===== src/pst_pkg.sv =====
package pst_pkg;

    localparam int SLOT_COUNT_DEF = 16;
    localparam int TIME_BITS_DEF  = 32;
    localparam int IN_TIME_W      = 32;
    localparam int ID_W           = 4;
    localparam int COUNT_W        = 5;
    localparam int RESULT_LIMIT   = 16;
    localparam logic [COUNT_W-1:0] COUNT_MAX = '1;

    typedef enum logic [1:0] {
        CMD_CREATE   = 2'd0,
        CMD_DELETE   = 2'd1,
        CMD_TICK     = 2'd2,
        CMD_DISPATCH = 2'd3
    } t_cmd;

    typedef enum logic [1:0] {
        ST_OK   = 2'd0,
        ST_FULL = 2'd1,
        ST_BAD  = 2'd2,
        ST_NONE = 2'd3
    } t_status;

    typedef enum logic [1:0] {
        S_IDLE,
        S_SCAN,
        S_FINISH
    } t_state;

    // token that walks down the slot chain, one slot per cycle while the chain shifts
    typedef struct packed {
        logic               active;
        logic               taken;
        logic [COUNT_W-1:0] cnt;
    } t_token;

endpackage


===== src/pst_cell.sv =====
module pst_cell import pst_pkg::*; #(
    parameter int INDEX     = 0,
    parameter int TIME_BITS = TIME_BITS_DEF
) (
    input  logic                  i_clk,
    input  logic                  i_rst_n,
    input  logic                  i_shift,
    input  t_cmd                  i_cmd,
    input  logic [(TIME_BITS < IN_TIME_W ? TIME_BITS : IN_TIME_W)-1:0] i_now,
    input  logic [(TIME_BITS < IN_TIME_W ? TIME_BITS : IN_TIME_W)-1:0] i_period,
    input  logic [ID_W-1:0]       i_idx,
    input  t_token                i_tok,
    output t_token                o_tok,
    output logic                  o_hit
);

    localparam int SW = (TIME_BITS < IN_TIME_W) ? TIME_BITS : IN_TIME_W;

    logic          r_used;
    logic          r_ready;
    logic [SW-1:0] r_period;
    logic [SW-1:0] r_last;
    t_token        r_tok;

    logic          n_used;
    logic          n_ready;
    logic [SW-1:0] n_period;
    logic [SW-1:0] n_last;

    logic [TIME_BITS-1:0] w_elapsed;
    logic                 w_due;

    // elapsed time at TIME_BITS width; wrap-safe when TIME_BITS <= IN_TIME_W
    assign w_elapsed = TIME_BITS'(i_now) - TIME_BITS'(r_last);
    assign w_due     = r_used && (w_elapsed >= TIME_BITS'(r_period));

    always_comb begin
        n_used   = r_used;
        n_ready  = r_ready;
        n_period = r_period;
        n_last   = r_last;
        o_tok    = r_tok;
        o_hit    = 1'b0;
        if (r_tok.active) begin
            unique case (i_cmd)
                CMD_CREATE: begin
                    if (!r_used && !r_tok.taken) begin
                        n_used      = 1'b1;
                        n_ready     = 1'b0;
                        n_period    = i_period;
                        n_last      = i_now;
                        o_tok.taken = 1'b1;
                        o_hit       = 1'b1;
                    end
                end
                CMD_DELETE: begin
                    if (32'(i_idx) == 32'(INDEX)) begin
                        n_used   = 1'b0;
                        n_ready  = 1'b0;
                        n_period = '0;
                        n_last   = '0;
                    end
                end
                CMD_TICK: begin
                    if (w_due) begin
                        n_last  = i_now;
                        n_ready = 1'b1;
                        if (r_tok.cnt != COUNT_MAX) begin
                            o_tok.cnt = r_tok.cnt + COUNT_W'(1);
                        end
                    end
                end
                CMD_DISPATCH: begin
                    if (r_ready && (r_tok.cnt < COUNT_W'(RESULT_LIMIT))) begin
                        n_ready   = 1'b0;
                        o_tok.cnt = r_tok.cnt + COUNT_W'(1);
                        o_hit     = 1'b1;
                    end
                end
            endcase
        end
    end

    always_ff @(posedge i_clk) begin
        if (!i_rst_n) begin
            r_used  <= 1'b0;
            r_ready <= 1'b0;
            r_tok   <= '0;
        end else if (i_shift) begin
            r_used  <= n_used;
            r_ready <= n_ready;
            r_tok   <= i_tok;
        end
    end

    always_ff @(posedge i_clk) begin
        if (i_shift) begin
            r_period <= n_period;
            r_last   <= n_last;
        end
    end

endmodule


===== src/periodic_task_scheduler.sv =====
// Periodic task scheduler: SLOT_COUNT task slots, each held in one cell of a chain.
//
// Input channel (i_in_valid / o_in_stall) carries one command item: create,
// delete, tick or dispatch, with now_time, task_period and slot_index.
// Output channel (o_out_valid / i_out_stall) carries result items: slot_id,
// status, ready_count and last_result; last_result marks the final result of
// the command. Every command gives one result, a dispatch gives one per slot
// it reports (at most 16, lowest slots first).
//
// Timing: an accepted item launches a token into cell 0; the token moves one
// cell per cycle while the scan is not held. After the last cell, the finish
// state places the final result in the output register; the block then goes
// back to idle and takes the next item there.
// The block takes one item at a time; o_in_stall is high while an item runs.
//
// A stall on the output holds the output register; the scan also holds when a
// dispatch needs to hand a result over and the register is still full.
// Reset (synchronous, i_rst_n low) frees all slots, clears all ready marks and
// empties the output register.
module periodic_task_scheduler import pst_pkg::*; #(
    parameter int SLOT_COUNT = SLOT_COUNT_DEF,
    parameter int TIME_BITS  = TIME_BITS_DEF
) (
    input  logic                 i_clk,
    input  logic                 i_rst_n,
    input  logic                 i_in_valid,
    output logic                 o_in_stall,
    input  logic [1:0]           i_cmd,
    input  logic [IN_TIME_W-1:0] i_now_time,
    input  logic [IN_TIME_W-1:0] i_task_period,
    input  logic [ID_W-1:0]      i_slot_index,
    output logic                 o_out_valid,
    input  logic                 i_out_stall,
    output logic [ID_W-1:0]      o_slot_id,
    output logic [1:0]           o_status,
    output logic [COUNT_W-1:0]   o_ready_count,
    output logic                 o_last_result
);

    localparam int SW    = (TIME_BITS < IN_TIME_W) ? TIME_BITS : IN_TIME_W;
    localparam int POS_W = (SLOT_COUNT > 1) ? $clog2(SLOT_COUNT) : 1;

    // command registers, broadcast to all cells
    t_state             r_state;
    t_state             n_state;
    t_cmd               r_cmd;
    logic [SW-1:0]      r_now;
    logic [SW-1:0]      r_period;
    logic [ID_W-1:0]    r_idx;
    logic [POS_W-1:0]   r_pos;

    // slot found by create, or last slot found by dispatch, not yet sent
    logic               r_pend_valid;
    logic [ID_W-1:0]    r_pend_id;
    logic [COUNT_W-1:0] r_fin_cnt;

    logic               r_out_valid;
    logic [ID_W-1:0]    r_out_id;
    t_status            r_out_status;
    logic [COUNT_W-1:0] r_out_cnt;
    logic               r_out_last;

    t_token             w_tok [SLOT_COUNT+1];
    logic [SLOT_COUNT-1:0] w_hit;
    logic               w_any_hit;
    logic               w_out_free;
    logic               w_launch;
    logic               w_adv;
    logic               w_push;
    logic               w_final;
    logic               w_shift;
    logic               w_at_end;
    logic [ID_W-1:0]    w_pos_id;
    logic [ID_W-1:0]    w_fin_id;
    t_status            w_fin_status;
    logic [COUNT_W-1:0] w_fin_cnt;
    logic               w_bad_idx;

    assign w_any_hit  = |w_hit;
    assign w_out_free = !r_out_valid || !i_out_stall;
    assign w_at_end   = (r_pos == POS_W'(SLOT_COUNT - 1));
    assign w_pos_id   = ID_W'(r_pos);
    assign w_bad_idx  = (32'(r_idx) >= 32'(SLOT_COUNT));
    assign w_shift    = w_launch || w_adv;

    // launch token into the head of the chain
    always_comb begin
        w_tok[0] = '0;
        if (w_launch) begin
            w_tok[0].active = 1'b1;
        end
    end

    for (genvar g = 0; g < SLOT_COUNT; g++) begin : g_slot
        pst_cell #(
            .INDEX    (g),
            .TIME_BITS(TIME_BITS)
        ) u_slot (
            .i_clk   (i_clk),
            .i_rst_n (i_rst_n),
            .i_shift (w_shift),
            .i_cmd   (r_cmd),
            .i_now   (r_now),
            .i_period(r_period),
            .i_idx   (r_idx),
            .i_tok   (w_tok[g]),
            .o_tok   (w_tok[g+1]),
            .o_hit   (w_hit[g])
        );
    end

    // next state
    always_comb begin
        n_state = r_state;
        unique case (r_state)
            S_IDLE: begin
                if (i_in_valid) begin
                    n_state = S_SCAN;
                end
            end
            S_SCAN: begin
                if (w_adv && w_at_end) begin
                    n_state = S_FINISH;
                end
            end
            S_FINISH: begin
                if (w_out_free) begin
                    n_state = S_IDLE;
                end
            end
            default: n_state = S_IDLE;
        endcase
    end

    // control outputs
    always_comb begin
        o_in_stall = 1'b1;
        w_launch   = 1'b0;
        w_adv      = 1'b0;
        w_push     = 1'b0;
        w_final    = 1'b0;
        unique case (r_state)
            S_IDLE: begin
                o_in_stall = 1'b0;
                w_launch   = i_in_valid;
            end
            S_SCAN: begin
                // a second dispatch hit pushes the held slot out first
                w_push = (r_cmd == CMD_DISPATCH) && w_any_hit && r_pend_valid;
                w_adv  = !w_push || w_out_free;
                w_push = w_push && w_out_free;
            end
            S_FINISH: begin
                w_final = w_out_free;
            end
            default: o_in_stall = 1'b1;
        endcase
    end

    // final result of the command
    always_comb begin
        w_fin_id     = '0;
        w_fin_status = ST_OK;
        w_fin_cnt    = '0;
        unique case (r_cmd)
            CMD_CREATE: begin
                w_fin_id     = r_pend_valid ? r_pend_id : '0;
                w_fin_status = r_pend_valid ? ST_OK : ST_FULL;
            end
            CMD_DELETE: begin
                w_fin_id     = r_idx;
                w_fin_status = w_bad_idx ? ST_BAD : ST_OK;
            end
            CMD_TICK: begin
                w_fin_cnt = r_fin_cnt;
            end
            CMD_DISPATCH: begin
                w_fin_id     = r_pend_valid ? r_pend_id : '0;
                w_fin_status = r_pend_valid ? ST_OK : ST_NONE;
            end
        endcase
    end

    always_ff @(posedge i_clk) begin
        if (!i_rst_n) begin
            r_state      <= S_IDLE;
            r_pend_valid <= 1'b0;
            r_out_valid  <= 1'b0;
        end else begin
            r_state <= n_state;
            if (w_launch) begin
                r_pend_valid <= 1'b0;
            end else if (w_adv && w_any_hit) begin
                r_pend_valid <= 1'b1;
            end
            if (w_push || w_final) begin
                r_out_valid <= 1'b1;
            end else if (!i_out_stall) begin
                r_out_valid <= 1'b0;
            end
        end
    end

    always_ff @(posedge i_clk) begin
        if (w_launch) begin
            r_cmd    <= t_cmd'(i_cmd);
            r_now    <= SW'(i_now_time);
            r_period <= SW'(i_task_period);
            r_idx    <= i_slot_index;
            r_pos    <= '0;
        end else if (w_adv) begin
            r_pos <= r_pos + POS_W'(1);
        end
        // hold the newest hit slot
        if (w_adv && w_any_hit) begin
            r_pend_id <= w_pos_id;
        end
        if (w_adv && w_at_end) begin
            r_fin_cnt <= w_tok[SLOT_COUNT].cnt;
        end
        if (w_push) begin
            r_out_id     <= r_pend_id;
            r_out_status <= ST_OK;
            r_out_cnt    <= '0;
            r_out_last   <= 1'b0;
        end else if (w_final) begin
            r_out_id     <= w_fin_id;
            r_out_status <= w_fin_status;
            r_out_cnt    <= w_fin_cnt;
            r_out_last   <= 1'b1;
        end
    end

    assign o_out_valid   = r_out_valid;
    assign o_slot_id     = r_out_id;
    assign o_status      = r_out_status;
    assign o_ready_count = r_out_cnt;
    assign o_last_result = r_out_last;

endmodule

===== config.mk =====
export PLATFORM = sky130hd
export DESIGN_NAME = periodic_task_scheduler
export DESIGN_NICKNAME = d
export VERILOG_FILES = /design/src/pst_pkg.sv /design/src/pst_cell.sv /design/src/periodic_task_scheduler.sv
export SDC_FILE = /design/constraint.sdc
export NUM_CORES = 2
export LEC_CHECK = 0
export BUFFER_PORTS_ARGS = -buffer_cell sky130_fd_sc_hd__buf_4
export CELL_PAD_IN_SITES_DETAIL_PLACEMENT = 0
export CELL_PAD_IN_SITES_GLOBAL_PLACEMENT = 1
export CORE_MARGIN = 3
export CORE_UTILIZATION = 45
export DETAILED_ROUTE_END_ITERATION = 7
export HOLD_SLACK_MARGIN = 0.06
export PLACE_DENSITY = 0.76
export SLEW_MARGIN = 20
export SYNTH_ARGS = -nofsm -noshare
export SYNTH_HDL_FRONTEND = slang
export SYNTH_SLANG_ARGS = --single-unit
export TNS_END_PERCENT = 1

===== constraint.sdc =====
create_clock -name i_clk -period 7.6 [get_ports i_clk]
set_input_delay 1.14 -clock i_clk [delete_from_list [all_inputs] [get_ports i_clk]]
set_output_delay 1.14 -clock i_clk [all_outputs]
set_load 0.005 [all_outputs]

======== Yosys cells after proc, flatten, opt, wreduce, memory -nomap -nowiden ========
Cells that the tools add are included.
word-level totals
  flip-flop bits (word level) ............. 1261
  bits in latches ......................... 0
  RAM bits ................................ 0
  ROM bits ................................ 0
  input bits .............................. 74
  output and inout bits ................... 14
  word-level logic and storage cells ...... 839
  memories kept ........................... 0
operators by class
  add/subtract/negate cells ............... 32
  $mul .................................... 0
  div/mod/pow operators ................... 0
  order comparisons ....................... 31
  equality and inequality tests ........... 104
  shift-type cells ........................ 0
  mux-type cells .......................... 400
  bitwise operators ....................... 1
  reductions and logical operators ........ 147
operators by type and width
  kind                                                              number
  32-bit two-way mux                                                64
  32-bit case mux with 3 select lines                               16
  32-bit case mux with 2 select lines                               16
  32-bit greater-or-equal comparator                                16
  32-bit subtractor                                                 16
  5-bit two-way mux                                                 47
  6-bit AND reduction                                               32
  1-bit two-way mux                                                 168
  5-bit case mux with 2 select lines                                16
  2-bit by 1-bit != test with 1-bit output (second input constant)  65
  6-bit two-way mux                                                 15
  5-bit AND reduction                                               16
  5-bit by 1-bit adder with 5-bit output (second input constant)    15
  5-bit less-than comparator (second input constant)                15
  5-bit != test (second input constant)                             15
  1-bit case mux with 2 select lines                                32
  1-bit case mux with 4 select lines                                16
  1-bit logical AND                                                 51
  4-bit == test (second input constant)                             9
  1-bit zero test                                                   34
  4-bit by 3-bit == test with 1-bit output (second input constant)  4
  16-bit OR reduction                                               1
  4-bit two-way mux                                                 3
  4-bit by 2-bit == test with 1-bit output (second input constant)  2
  17 further kinds                                                  31

======== Depth between registers and ports, before layout ========
  depth in word-level cells ............... 14
  depth in mapped cells ................... 27
  depth with buffers taken out ............ 27

======== Modules after synthesis ========
Synthesis repeated with hierarchy kept, for this count alone.
second synthesis, totals
  cells, all modules ...................... 9513
  area total of the unflattened synthesis .. 92271.0 um^2
by module, submodules not included
  module                            instances  cells each  area each (um^2)  seq. area each (um^2)
  pst_cell (g_slot[12].u_slot ...)  4          567         5454.0            2102.0
  pst_cell (g_slot[1].u_slot ...)   3          566         5455.2            2102.0
  pst_cell (g_slot[13].u_slot ...)  2          602         5667.9            2102.0
  pst_cell (g_slot[8].u_slot)       1          603         5689.2            2102.0
  pst_cell (g_slot[9].u_slot)       1          602         5671.7            2102.0
  pst_cell (g_slot[10].u_slot)      1          602         5666.7            2102.0
  pst_cell (g_slot[15].u_slot)      1          600         5655.4            2102.0
  pst_cell (g_slot[0].u_slot)       1          600         5641.7            2102.0
  pst_cell (g_slot[7].u_slot)       1          586         5600.4            2102.0
  pst_cell (g_slot[11].u_slot)      1          566         5454.0            2102.0
  periodic_task_scheduler           1          184         3374.5            2812.7

======== Worst setup path before layout ========
OpenSTA, ideal clock, no wires.
  kind .................................... reg2reg
  start point ............................. register r_now[1]
  end point ............................... register g_slot[5].u_slot.r_last[0], enable pin
  setup time .............................. 0.473 ns
  arrival time ............................ 7.596 ns
  required time ........................... 7.127 ns
  slack ................................... -0.468 ns
  cell stages (with the launch flop) ...... 21
  path buffers ............................ 0
  period minus slack after synthesis ...... 8.068 ns
  cell sequence ........................... edfxtp_1 ha_1 nor2b_1 o31a_1 o311a_1 a2111o_1 o21ai_1 nand2_1 and3b_1 o31ai_1 o21bai_1 a21oi_1 xnor2_1 ha_1 nand4_1 or2_2 o221ai_1 nor2_1 nor2_1 nand2_1 a211oi_1
on the way
  cells in the longest elaborated chain, start to end .. 5
ends and longest elaborated chain
  what                                                line                            RTL
  from (decl)                                         periodic_task_scheduler.sv:47   logic [SW-1:0] r_now;
  from (signal assigned)                              periodic_task_scheduler.sv:207  r_now <= SW'(i_now_time);
  32-bit subtractor                                   pst_cell.sv:34                  assign w_elapsed = TIME_BITS'(i_now) - TIME_BITS'(r_last);
  32-bit greater-or-equal comparator                  pst_cell.sv:35                  assign w_due = r_used && (w_elapsed >= TIME_BITS'(r_period));
  1-bit logical AND                                   pst_cell.sv:35
  2-bit by 1-bit != test with 1-bit output (no line)  -
  6-bit AND reduction (no line)                       -
  to (signal assigned)                                pst_cell.sv:99                  r_last <= n_last;
  to (decl)                                           pst_cell.sv:22                  logic [SW-1:0] r_last;
No other way between the ends.
A chain may end at the register's enable or synchronous reset.

======== Final worst setup path ========
  start point ............................. register r_now[1]
  end point ............................... register g_slot[7].u_slot.r_last[0], enable pin
on the way
  cells in the longest elaborated chain, start to end .. 5
ends and longest elaborated chain
  what                                                line
  32-bit subtractor                                   pst_cell.sv:34
  32-bit greater-or-equal comparator                  pst_cell.sv:35
  1-bit logical AND                                   pst_cell.sv:35
  2-bit by 1-bit != test with 1-bit output (no line)  -
  6-bit AND reduction (no line)                       -
  to (signal assigned)                                pst_cell.sv:99
  to (decl)                                           pst_cell.sv:22
No other way between the ends.

==> impl_metrics.py <==
metrics = {
    "run_status": {
        "outcome": "complete, no violations",
    },
    "synthesis": {
        "syn_inst": 7686,
        "ys_seq_elements": 1251,
        "synth_cell_types": 86,
        "ys.warnings.count": 0,
        "synth-main-ff-cell": "edfxtp_1",
        "ys_seq_area_share_pct": 45.1,
        "avgSynthCellArea_um2": 10.4,
        "synth-edff-count": 1107,
        "syn_area_um2": 80000,
        "synth.net_count": 8827,
        "async_flop_share_pct": 0,
    },
    "detailed_routing": {
        "vias_per_cell": 5.77,
        "drtAntennaViolNets": 0,
        "dr.pass1.iters": 6,
        "num_vias": 60444,
        "drc": 0,
        "routed_wl_mm": 248,
        "wl_per_cell_um": 23.6,
        "drtIter0Drc": 5036,
    },
    "critical_path": {
        "rr_worst_depth": 22,
        "reg2reg_slack_ns": 0.56,
        "crit_path_start_kind": "flip-flop",
        "critPathLaunch": "r_now[1]",
        "rr_startpoint": "r_now[1]",
        "timing.rr.end": "g_slot[7].u_slot.r_last[0]",
        "worstPathRequired_ns": 8.08,
        "cp_max_fo": 32,
        "cp_data_arrival_time_ns": 7.51,
        "crit_type": "reg -> reg",
        "end_kind": "flip-flop",
    },
    "clocking": {
        "insertion_delay_ns": 0.80,
        "cts_tree": "done",
        "cts_hold_buf": 0,
        "clk_pin_slew_worst_paths_ns": 0.06,
        "cts-root-buf": "clkbuf_16",
        "numClockSinks": 1251,
        "cts_made_buffers": 149,
        "htree_levels": 4,
        "clockBufferDepth": 3,
        "ctsResizeCount": 0,
        "cts_setup_buffers": 0,
    },
    "global_routing": {
        "antenna_found_initial": 29,
        "grt_usage_pct": 26.7,
        "grt_pass1_wl_mm": 364,
        "grt_max_degree": 86,
        "grt_pass1_vias": 58561,
        "globalRouteOverflowTotal": 0,
    },
    "sta": {
        "finalSetupViolations": 0,
        "fin_worst_skew_ns": 0.0358,
        "drv_slew": 0,
        "setup_slack_ns": 0.564,
        "slew_headroom_pct": 22.9,
        "grt_setup_unrepaired": "false",
        "post-route-period-util_pct": 92.6,
        "period_minus_slack_ns": 7.04,
        "hold_viol": 0,
        "tightestPinTransition_ns": 1.16,
        "fmax_mhz": 142,
    },
    "pwr": {
        "combPwrFrac_pct": 16.4,
        "swShare_pct": 27.7,
        "switching_power_mw": 4.87,
        "vdd_drop_max_mv": 0.246,
        "power.internal_mw": 12.7,
        "p_leak_nw": 39.6,
        "p_clk_share_pct": 39.8,
        "p_seq_share_pct": 43.8,
        "pwr_density_cell_nw_per_um2": 195,
    },
    "min_path": {
        "holdPathEnd": "o_ready_count[4]",
        "worstHoldStart": "o_ready_count[4]",
        "min_path_cells": 2,
        "holdCritPathClass": "reg -> reg",
    },
    "finish": {
        "area.growth.synth_to_final_pct": 12.7,
        "fin_util_pct": 51.1,
        "nNetsFinal": 9153,
        "n_fill_cell": 15991,
        "drive_above_1_share_pct": 7.97,
    },
    "place": {
        "pre_cts_slack_ns": 0.605,
        "gp_congestion": 0.910,
        "dp_hpwl_mm": 178,
        "io_buffers": 87,
    },
    "die": {
        "start_util_pct": 45.3,
        "num_io_pins": 88,
        "die_area_um2": 183000,
        "rows": 154,
        "die_x_um": 428,
        "core_area_um2": 176000,
        "die_y_um": 428,
    },
    "flow_run": {
        "drv_cap": 0,
    },
}
[placed cells by master, fill, tap and decap left out, drive strengths merged, types with 42 or more instances in the layout]
master  instances
inv          1177
edfxtp       1107
ha           1051
a21oi         565
nor2          401
a21o          392
o21ai         351
xnor2         335
nand2         290
buf           288
clkbuf        199
nand3         157
nor2b         149
dfxtp         144
nand4         130
xor2          120
o21a          104
nor3          104
o21bai         96
nand2b         95
a211oi         79
a31oi          72
clkinv         56
and3           50
o211ai         42
[cell usage after synthesis, types with 95 or more instances]
| cell | n | share of area (%) |
|---|---|---|
| nor2b_1 | 149 | 1.2 |
| nand2_1 | 289 | 1.4 |
| inv_1 | 1172 | 5.5 |
| nor2_1 | 401 | 1.9 |
| a21o_1 | 392 | 3.7 |
| ha_1 | 1051 | 16 |
| xor2_1 | 120 | 1.3 |
| dfxtp_1 | 144 | 3.6 |
| nand2b_1 | 95 | 0.74 |
| nand4_1 | 130 | 1.0 |
| xnor2_1 | 335 | 3.7 |
| nor3_1 | 104 | 0.65 |
| edfxtp_1 | 1107 | 42 |
| nand3_1 | 157 | 0.98 |
| o21ai_0 | 334 | 2.1 |
| a21oi_1 | 565 | 3.5 |
| o21a_1 | 104 | 0.98 |
| o21bai_1 | 96 | 0.90 |
[kinds of logic after synthesis]
kind of cell / Yosys count / share of synthesized area (%)
fa+ha+maj: 1067 / 16.8
mux: 35 / 0.460
simple gates: 1537 / 9.65
flops: 1251 / 45.1
buf+inv: 1285 / 6.06
compound gates: 2056 / 16.9
xor+xnor: 455 / 4.98
[critical path, cell delays in order, from the launching register on]
cell	delay, ns
edfxtp_1	0.69
buf_4	0.31
fa_1	0.46
a21o_1	0.17
a21oi_1	0.26
o21bai_1	0.13
a2111oi_0	0.93
nor2_1	0.29
a211o_1	0.41
o21ai_1	0.33
o221a_2	0.26
o21bai_1	0.07
a21oi_1	0.17
xnor2_1	0.10
ha_1	0.31
nand4_1	0.10
or3_1	0.40
or3_1	0.42
inv_1	0.07
o2bb2ai_1	0.17
nor2_1	0.09
nor3_2	0.25
buf_12	0.26
[area by class of cell]
cell class,instances,area (um^2),area share (%)
Tap cell,2340,2930,3.25
Multi-Input combinational cell,5150,39700,44.0
Inverter,1172,4400,4.88
Antenna cell,11,27.5,0.0305
Timing Repair Buffer,288,2340,2.60
Clock buffer,199,4110,4.55
Clock inverter,72,577,0.640
Sequential cell,1251,36100,40.1
[stage by stage]
step,power (mW),cell area [um^2],instances,TNS (ns),hold slack (ns)
finish,17.6,90200,10483,0,0.453
detailed placement,10.7,85400,10196,0,0.446
global placement,10.6,85300,10196,0,0.444
global route,18.2,90100,10474,0,0.472
CTS,17.7,90000,10467,0,0.453
floorplan,9.59,80000,7686,-42.34,0.431
[worst max path at each step]
| stage | end | slack (ns) |
|---|---|---|
| after floorplan | g_slot[8].u_slot.r_last[0] | -0.41 |
| after global placement | g_slot[7].u_slot.r_last[0] | 0.72 |
| after detailed placement | g_slot[7].u_slot.r_last[0] | 0.61 |
| after CTS | g_slot[7].u_slot.r_last[11] | 0.61 |
| after global routing | g_slot[13].u_slot.r_tok[0] | 0.15 |
| final | g_slot[7].u_slot.r_last[0] | 0.56 |
[power by group through the flow]
stage | sequential [mW] | combinational, mW | clock, mW
final | 7.70 | 2.88 | 7.00
after CTS | 7.70 | 2.86 | 7.13
after detailed placement | 7.84 | 2.84 | 0
after floorplan | 7.81 | 1.78 | 0
after global placement | 7.84 | 2.79 | 0
after global routing | 7.70 | 3.15 | 7.40
[layer usage]
metal / part of all wire [%] / GRT usage, % / vias to the layer above
met2: 46 / 43.2 / 2036
met4: 3.8 / 10.1 / 2
met1: 44 / 36.4 / 29440
met5: 0.0032 / 0 / -
li1: - / - / 28544
met3: 6.8 / 3.73 / 422
[sequential cells by signal (all words and copies together) (netlist names), 4 cells and up]
register and cells:
g_slot.u_slot.o_tok 16, r_fin_cnt 5, r_pos 4, o_ready_count 5, r_idx 4, r_period 32
g_slot.u_slot.r_ready 16, g_slot.u_slot.r_period 512, g_slot.u_slot.r_used 16, o_slot_id 4, g_slot.u_slot.r_last 512, r_pend_id 4
r_now 32, g_slot.u_slot.r_tok 80
Power figures use the tool's default switching activity.
